### config.mk
export PLATFORM = sky130hd
export DESIGN_NAME = bitmap_next_fit_allocator_unit
export DESIGN_NICKNAME = d
export VERILOG_FILES = /design/src/rtl/bnfa_pkg.sv /design/src/rtl/bitmap_next_fit_allocator_unit.sv
export SDC_FILE = /design/constraint.sdc
export NUM_CORES = 2
export LEC_CHECK = 0
export BUFFER_PORTS_ARGS = -buffer_cell sky130_fd_sc_hd__buf_2
export CORE_ASPECT_RATIO = 0.9
export CORE_MARGIN = 5
export CORE_UTILIZATION = 30
export CTS_CLUSTER_SIZE = 30
export DETAILED_ROUTE_END_ITERATION = 16
export SETUP_SLACK_MARGIN = 0.05
export SYNTH_ARGS = -nofsm -noshare
export SYNTH_HDL_FRONTEND = slang
export SYNTH_SLANG_ARGS = --single-unit
### constraint.sdc
create_clock -name clk_i -period 6.95 [get_ports clk_i]
set_clock_uncertainty 0.1 [all_clocks]
set_input_delay 1.7375 -clock clk_i [delete_from_list [all_inputs] [get_ports clk_i]]
set_output_delay 1.7375 -clock clk_i [all_outputs]
set_load 0.01 [all_outputs]
### src/rtl/bnfa_pkg.sv
// Shared constants, codes and the clear-bit search for the next-fit id allocator.
`timescale 1ns / 1ps
package bnfa_pkg;

  // Bitmap geometry
  localparam int unsigned MAP_WORDS = 16;
  localparam int unsigned WORD_BITS = 64;
  localparam int unsigned TOTAL_IDS = MAP_WORDS * WORD_BITS;
  localparam int unsigned WORD_W    = (MAP_WORDS > 1) ? $clog2(MAP_WORDS) : 1;
  localparam int unsigned BIT_W     = 6;
  localparam int unsigned PTR_W     = WORD_W + BIT_W;
  localparam int unsigned CNT_W     = $clog2(MAP_WORDS + 1);
  localparam int unsigned ID_W      = 10;

  // Request codes
  localparam logic MODE_ALLOC = 1'b0;
  localparam logic MODE_FREE  = 1'b1;

  // Result status codes
  localparam logic STATUS_DONE = 1'b0;
  localparam logic STATUS_FULL = 1'b1;

  typedef logic [WORD_BITS-1:0] map_word_t;

  typedef struct packed {
    logic             found;
    logic [BIT_W-1:0] idx;
  } hit_t;

  // Return the lowest set bit of a candidate vector
  function automatic hit_t first_set(input map_word_t vec);
    hit_t res;
    res.found = 1'b0;
    res.idx   = '0;
    for (int i = WORD_BITS - 1; i >= 0; i--) begin
      if (vec[i]) begin
        res.found = 1'b1;
        res.idx   = BIT_W'(i);
      end
    end
    return res;
  endfunction

endpackage

### src/rtl/bitmap_next_fit_allocator_unit.sv
// Next-fit identifier allocator over a bitmap, one map word scanned per cycle.
`timescale 1ns / 1ps
// Hands out ids from a bitmap of MAP_WORDS x 64 bits (1024 ids), cleared at
// reset; id 0 is never given out. Raise start_i with mode_i = 0 to allocate,
// mode_i = 1 to free id_to_free_i; a transaction is taken when start_i is
// high and busy_o is low. Every transaction gives one result on done_o for a
// single cycle, in the cycle after it finishes; the receiver cannot stall it, so
// it must sample granted_id_o and status_o while done_o is high. A free
// finishes in its accepting cycle and busy_o stays low. An allocation runs a
// scan that tests one 64-bit map word per cycle through one priority encoder,
// starting at the word under the next-fit pointer and wrapping back to it;
// busy_o is high throughout. status_o = 1 flags a full map.
module bitmap_next_fit_allocator_unit import bnfa_pkg::*; (
  input  logic            clk_i,
  input  logic            rst_ni,
  input  logic            start_i,
  input  logic            mode_i,
  input  logic [ID_W-1:0] id_to_free_i,
  output logic            busy_o,
  output logic            done_o,
  output logic [ID_W-1:0] granted_id_o,
  output logic            status_o
);

  typedef enum logic {ST_IDLE, ST_SCAN} state_e;

  state_e            state_q, state_d;
  map_word_t         used_q [MAP_WORDS];
  map_word_t         used_d [MAP_WORDS];
  logic [PTR_W-1:0]  ptr_q, ptr_d;
  logic [WORD_W-1:0] word_q, word_d;
  logic [CNT_W-1:0]  cnt_q, cnt_d;
  logic              done_q, done_d;
  logic [ID_W-1:0]   gid_q, gid_d;
  logic              status_q, status_d;

  logic              accept;
  logic              free_ok;
  logic [WORD_W-1:0] free_word;
  map_word_t         scan_mask;
  map_word_t         cand;
  hit_t              hit;
  logic [PTR_W-1:0]  hit_id;
  logic [PTR_W:0]    hit_next;

  assign accept = start_i && (state_q == ST_IDLE);

  // Free request decode
  assign free_ok   = ({1'b0, id_to_free_i} < (ID_W + 1)'(TOTAL_IDS));
  assign free_word = id_to_free_i[BIT_W +: WORD_W];

  // Build the scan window: upper part of the start word first, all of the
  // following words, then the lower part of the start word last
  always_comb begin
    priority if (cnt_q == '0) begin
      scan_mask = ~map_word_t'(0) << ptr_q[BIT_W-1:0];
    end else if (cnt_q == CNT_W'(MAP_WORDS)) begin
      scan_mask = ~(~map_word_t'(0) << ptr_q[BIT_W-1:0]);
    end else begin
      scan_mask = ~map_word_t'(0);
    end
    // id 0 is never handed out
    if (word_q == '0) begin
      scan_mask[0] = 1'b0;
    end
  end

  assign cand     = ~used_q[word_q] & scan_mask;
  assign hit      = first_set(cand);
  assign hit_id   = {word_q, hit.idx};
  assign hit_next = {1'b0, hit_id} + (PTR_W + 1)'(1);

  // Next-state logic
  always_comb begin
    state_d  = state_q;
    used_d   = used_q;
    ptr_d    = ptr_q;
    word_d   = word_q;
    cnt_d    = cnt_q;
    done_d   = 1'b0;
    gid_d    = gid_q;
    status_d = status_q;

    unique case (state_q)
      ST_IDLE: begin
        if (accept) begin
          if (mode_i == MODE_FREE) begin
            if (free_ok) begin
              used_d[free_word][id_to_free_i[BIT_W-1:0]] = 1'b0;
            end
            done_d   = 1'b1;
            gid_d    = '0;
            status_d = STATUS_DONE;
          end else begin
            word_d  = ptr_q[PTR_W-1:BIT_W];
            cnt_d   = '0;
            state_d = ST_SCAN;
          end
        end
      end
      ST_SCAN: begin
        if (hit.found) begin
          used_d[word_q][hit.idx] = 1'b1;
          // advance the pointer, wrapping past the top to 1
          if (hit_next >= (PTR_W + 1)'(TOTAL_IDS)) begin
            ptr_d = PTR_W'(1);
          end else begin
            ptr_d = hit_next[PTR_W-1:0];
          end
          done_d   = 1'b1;
          gid_d    = ID_W'(hit_id);
          status_d = STATUS_DONE;
          state_d  = ST_IDLE;
        end else if (cnt_q == CNT_W'(MAP_WORDS)) begin
          done_d   = 1'b1;
          gid_d    = '0;
          status_d = STATUS_FULL;
          state_d  = ST_IDLE;
        end else begin
          if (word_q == WORD_W'(MAP_WORDS - 1)) begin
            word_d = '0;
          end else begin
            word_d = word_q + WORD_W'(1);
          end
          cnt_d = cnt_q + CNT_W'(1);
        end
      end
      default: state_d = ST_IDLE;
    endcase
  end

  // Hold state, bitmap and registered result
  always_ff @(posedge clk_i or negedge rst_ni) begin
    if (!rst_ni) begin
      state_q  <= ST_IDLE;
      ptr_q    <= PTR_W'(1);
      word_q   <= '0;
      cnt_q    <= '0;
      done_q   <= 1'b0;
      gid_q    <= '0;
      status_q <= STATUS_DONE;
      for (int w = 0; w < MAP_WORDS; w++) begin
        used_q[w] <= '0;
      end
    end else begin
      state_q  <= state_d;
      ptr_q    <= ptr_d;
      word_q   <= word_d;
      cnt_q    <= cnt_d;
      done_q   <= done_d;
      gid_q    <= gid_d;
      status_q <= status_d;
      used_q   <= used_d;
    end
  end

  assign busy_o       = (state_q != ST_IDLE);
  assign done_o       = done_q;
  assign granted_id_o = gid_q;
  assign status_o     = status_q;

endmodule
Word level (Yosys, flattened, before mapping)

Cells that the tools add are included.

Register bits: 1056
Input bits: 14
Output and inout port bits: 13
Logic and storage cells: 179

$add $sub $neg: 3
Order comparisons: 9
Eq/ne operators: 9
Shift operators: 1
Muxes and demuxes: 114
Bitwise logic cells: 9
Reduce and logical (&&, ||, !) cells: 11

Operators with widths:

| kind                                                                          | number |
|---|---|
| 1024-bit two-way mux                                                          | 3 |
| 1024-bit case mux with 2 select lines                                         | 1 |
| 1024-bit AND                                                                  | 1 |
| 1024-bit NOT                                                                  | 1 |
| 1024-bit OR                                                                   | 1 |
| 64-bit demux with 4-bit select                                                | 2 |
| 7-bit two-way mux                                                             | 64 |
| 64-bit two-way mux                                                            | 6 |
| 64-bit binary-select mux with 4-bit select                                    | 1 |
| 64-bit NOT                                                                    | 2 |
| 64-bit AND                                                                    | 1 |
| 64-bit by 6-bit left shift with 64-bit output (first input constant)          | 1 |
| 10-bit two-way mux                                                            | 5 |
| 4-bit two-way mux                                                             | 5 |
| 5-bit two-way mux                                                             | 4 |
| 10-bit case mux with 2 select lines                                           | 1 |
| 1-bit two-way mux                                                             | 15 |
| 6-bit by 7-bit less-than comparator with 1-bit output (second input constant) | 2 |
| 1-bit demux with 6-bit select                                                 | 2 |
| 6-bit by 1-bit >= comparator with 1-bit output (second input constant)        | 2 |
| 10-bit by 1-bit adder with 11-bit output (second input constant)              | 1 |
| 11-bit >= comparator (second input constant)                                  | 1 |
| 5-bit >= comparator (second input constant)                                   | 2 |
| 5-bit by 1-bit less-than comparator with 1-bit output (second input constant) | 2 |
| other kinds (18)                                                              | 30 |

Logic depth before layout (Yosys ltp)

Depth after elaboration: 79
Gate-level depth with buffers: 23
Gate-level depth less buffers: 17

Worst setup path after synthesis

No wires, ideal clock.

Path kind: reg-to-reg
Start: reg word_q[0]
End: reg used_q[558] (netlist name)
Library setup time: 82 ps
Arrival time: 4636 ps
Required time: 6768 ps
Path slack: 2132 ps
Cell stages (with the launch flop): 24
Buffers on the path: 11
Clock period less this slack: 4818 ps
Cells stage by stage: dfrtp_1 -> buf_6 -> buf_12 -> buf_12 -> buf_12 -> buf_8 -> inv_2 -> buf_4 -> ha_1 -> clkbuf_1 -> o32ai_1 -> o32ai_2 -> o21ai_2 -> or2_2 -> or2_2 -> or4_1 -> buf_2 -> buf_6 -> or4_4 -> buf_6 -> buf_8 -> nor2_4 -> a31oi_1 -> a31oi_1

Cells in the longest elaborated chain, start to end: 79
Elaborated cells between the ends (all ways): 87
Those cells by class: order compare (4); eq/ne (1); mux (74); bitwise (4); reduce/logical (4)

Ends and longest elaborated chain:

| what                                                                                                                                          | RTL line                                                                    | source |
|---|---|---|
| start: declaration                                                                                                                            | bitmap_next_fit_allocator_unit.sv:31                                        | `logic [WORD_W-1:0] word_q, word_d;` |
| start signal: assignment                                                                                                                      | bitmap_next_fit_allocator_unit.sv:148                                       | `word_q <= word_d;` |
| 4-bit NOT with 5-bit output (not written as such)                                                                                             | bitmap_next_fit_allocator_unit.sv:68, bitmap_next_fit_allocator_unit.sv:103 |  |
| 64-bit binary-select mux with 4-bit select                                                                                                    | bitmap_next_fit_allocator_unit.sv:68                                        | `assign cand = ~used_q[word_q] & scan_mask;` |
| 64-bit two-way mux (not written as such) (2 in series)                                                                                        | bitmap_next_fit_allocator_unit.sv:68                                        |  |
| 64-bit NOT                                                                                                                                    | bitmap_next_fit_allocator_unit.sv:68                                        |  |
| 64-bit AND                                                                                                                                    | bitmap_next_fit_allocator_unit.sv:68                                        |  |
| 7-bit two-way mux (64 in series)                                                                                                              | bnfa_pkg.sv:36                                                              | `if (vec[i]) begin` |
| 6-bit by 7-bit less-than comparator with 1-bit output (not written as such) or 6-bit by 1-bit >= comparator with 1-bit output (tied branches) | bitmap_next_fit_allocator_unit.sv:103                                       | `used_d[word_q][hit.idx] = 1'b1;` |
| 1-bit logical AND (not written as such)                                                                                                       | bitmap_next_fit_allocator_unit.sv:103                                       |  |
| 1-bit two-way mux (not written as such)                                                                                                       | bitmap_next_fit_allocator_unit.sv:103                                       |  |
| 1-bit demux with 6-bit select                                                                                                                 | bitmap_next_fit_allocator_unit.sv:103                                       |  |
| 64-bit two-way mux (not written as such)                                                                                                      | bitmap_next_fit_allocator_unit.sv:103                                       |  |
| 64-bit demux with 4-bit select                                                                                                                | bitmap_next_fit_allocator_unit.sv:103                                       |  |
| 1024-bit OR (no source line)                                                                                                                  | -                                                                           |  |
| 1024-bit two-way mux                                                                                                                          | bitmap_next_fit_allocator_unit.sv:102                                       | `if (hit.found) begin` |
| 1024-bit case mux with 2 select lines                                                                                                         | bitmap_next_fit_allocator_unit.sv:84                                        | `unique case (state_q)` |
| end signal: assignment                                                                                                                        | bitmap_next_fit_allocator_unit.sv:153                                       | `used_q <= used_d;` |
| end: declaration                                                                                                                              | bitmap_next_fit_allocator_unit.sv:28                                        | `map_word_t used_q [MAP_WORDS];` |

Several ways; a longest one is shown, not always the timed one. The select of a mux whose other input is x is not followed.
A chain may end at the register's enable or synchronous reset.

Final worst setup path

Start: reg word_q[0]
End: reg used_q[747] (netlist name)

Same word-level chain as after synthesis.

==> impl_results.md <==
* DIE AREA at 188,000 um2
* Number of global-route vias before repair at 47,600
* Drt initial violations at 8,303
* Power density over cell area at 375 nW/um2
* Final hold viol count at 0
* Crit Path Max Fanout at 64
* Post-CTS sizing at 0
* Clock Pin Slew Worst Setup and Hold Paths at 60 ps
* Die X at 456 um
* Pre-antenna DRT Iters at 9
* Worst Tran Pin Value at 1520 ps
* CTS H-tree depth at 3
* Layout Nets at 5,235
* Hold WC Path Type: reg2reg
* Slew Limit Fails at 7
* Core Area at 178,000 um2
* Dpl cells at 7,490
* # setup viols final at 0
* Core Util, Final at 0.342
* Syn Nets at 5,356
* Clock latency on the worst-skew pair at 780 ps
* Number of buffers added for setup after CTS at 0
* Failing checks: capacitance limit, slew limit
* # hold bufs at CTS at 0
* Max Clk Rate at 152 MHz
* Synthesized flop and latch total at 1,056
* First-pass GRT wire length at 362 mm
* Mean area per synthesized cell at 10.1 um2
* Most frequent cells in the layout: o21ai_0 (1,249), dfrtp_1 (1,050), a21oi_1 (326)
* Drt drc at 0
* Overall Power at 22.9 mW
* Worst EP required at 7530 ps
* Cts bufs inserted at 106
* # IOs at 27
* CTS tree: yes
* GRT Total Usage at 0.263
* Pre-CTS setup slack at 530 ps
* TNS Setup at 0 ps
* Setup CP Type: reg2reg
* Post-synth top flop: dfrtp_1
* Worst setup SP type: flop
* Max VDD drop at 0.000460 V
* EDFF count, synth at 0
* Largest net degree at the start of global routing at 174
* Synthesized area at 53,800 um2
* Post-Syn Instances at 5,335
* Commonest non-fill, non-tap cell in the layout: o21ai_0
* Clock sinks at 1,056
* RSZ-0062 raised after global routing: false
* RePlAce Congestion at 1.04
* Crit path DAT at 7160 ps
* Vias at 50,500
* Share of post-route cells with drive strength above 1 at 0.160
* Minimum clock period at 6580 ps
* Status: complete, but fails checks
* Post-DRT Antenna Nets at 0
* Final Cycle Share at 0.947
* IO buf count at 26
* Site Rows at 147
* Detailed placement HPWL at 168 mm
* Fin cells at 7,704
* Synth Warn # at 0
* Post-synthesis sequential area ratio at 0.491
* Setup WS post-layout at 368 ps
* Area growth syn-to-layout at 13.4%
* Max-slew headroom at -0.0221
* Die Ht at 412 um
* WL final at 257 mm
* Overflow after GRT at 0
* Post-synth ARST share at 1.00
* Routed WL per cell at 33.3 um
* Initial core utilization at 0.302
* Filler cells at 18,000
* Max Root-Sink Buffers at 3
* Leak at 20.2 nW
* Yosys cell types at 101
* Initial antenna violation count at 14
* Max-cap violations at 2
* Root buffer cell: clkbuf_16
* DR vias/cell at 6.56
* Critical Path Sink Type: flop
-- report_power, final --
part           total, mW  internal [mW]  switching [mW]
Combinational       10.1           2.46            7.67
Clock               6.20           3.49            2.70
Sequential          6.57           6.28           0.282
-- critical path: stages, from the launching register on --
cell and delay (ps):
dfrtp_4 1050, buf_12 390, buf_4 420, mux4_2 570
a22oi_1 330, o211ai_1 300, nand4_1 360, o2111ai_1 210
a211oi_1 470, o22ai_1 400, a21oi_1 640, nand3_4 430
buf_12 340, o31ai_1 310
-- cell type report --
type                            count  area (um2)  area share
Antenna cell                       20        50.0    0.000820
Clock inverter                     51         628      0.0103
Timing Repair Buffer              295        2570      0.0422
Sequential cell                  1056       26400       0.433
Inverter                          196         738      0.0121
Tap cell                         2384        2980      0.0489
Multi-Input combinational cell   3559       24600       0.403
Clock buffer                      143        3010      0.0494
-- state kept, by name, indices dropped and copies added, names as in the netlist --
name and count:
ptr_q 10, word_q 4, cnt_q 5, busy_o 1, status_o 1, granted_id_o 10, done_o 1, used_q 1024
-- path summary, 6_finish.rpt --
check	cells past startpoint	end	from	slack, ps
setup / recovery	13	used_q[747]	word_q[0]	370
hold / removal	1	granted_id_o[5]	granted_id_o[5]	370
setup reg to reg	13	used_q[747]	word_q[0]	370
hold reg to reg	1	granted_id_o[5]	granted_id_o[5]	370
max in group asynchronous	2	used_q[890]	rst_ni	4130
min in group asynchronous	1	used_q[152]	rst_ni	900
-- synth_stat cells, types with 20 or more instances --
library cell / instances / area (um2)
o21ai_0: 1251 / 6260
buf_4: 21 / 158
o22ai_1: 182 / 1140
a22oi_1: 63 / 473
a211oi_1: 20 / 150
inv_1: 190 / 713
and3_1: 31 / 194
mux2i_1: 77 / 771
o22a_1: 28 / 245
o2111ai_1: 20 / 175
buf_2: 72 / 360
nor3_1: 69 / 345
a31oi_1: 199 / 1240
buf_1: 27 / 101
xnor2_1: 38 / 333
a21o_1: 23 / 173
or3_1: 25 / 156
nand2_1: 306 / 1150
dfrtp_1: 1055 / 26400
clkbuf_1: 376 / 1410
nor2_1: 156 / 586
nand3_1: 51 / 255
a22o_1: 52 / 455
mux4_2: 229 / 5160
or2_2: 21 / 131
o21ai_1: 21 / 105
o31ai_1: 53 / 398
a21oi_1: 326 / 1630
-- cell families (layout without fill, tap and decap cells) --
group                      after synthesis  after routing  synth area share
other                                    0             20                 0
DFF                                   1056           1056             0.491
xor gates and xnor gates                41             41           0.00668
AOI/OAI and AO/OA                     2399           2399             0.258
and+or+nand+nor                        802            802            0.0729
buffers and inverters                  720            685            0.0584
adders and majority gates                7              7           0.00163
muxes                                  310            310             0.111
-- per-layer routing --
metal / vias up / wire, um / global-route usage
met1: 25700 / 98500 / 0.349
met4: 8 / 17400 / 0.149
met5: - / 57 / 0
met3: 931 / 36700 / 0.106
met2: 4137 / 104000 / 0.363
li1: 19700 / - / -
-- through the flow --
step	hold WS, ps	instance area (um2)
CTS	377	61000
detailed placement	364	57300
floorplan	343	53800
global route	387	61000
finish	372	61000
global placement	356	57300
(Power assumes the default switching activity.)
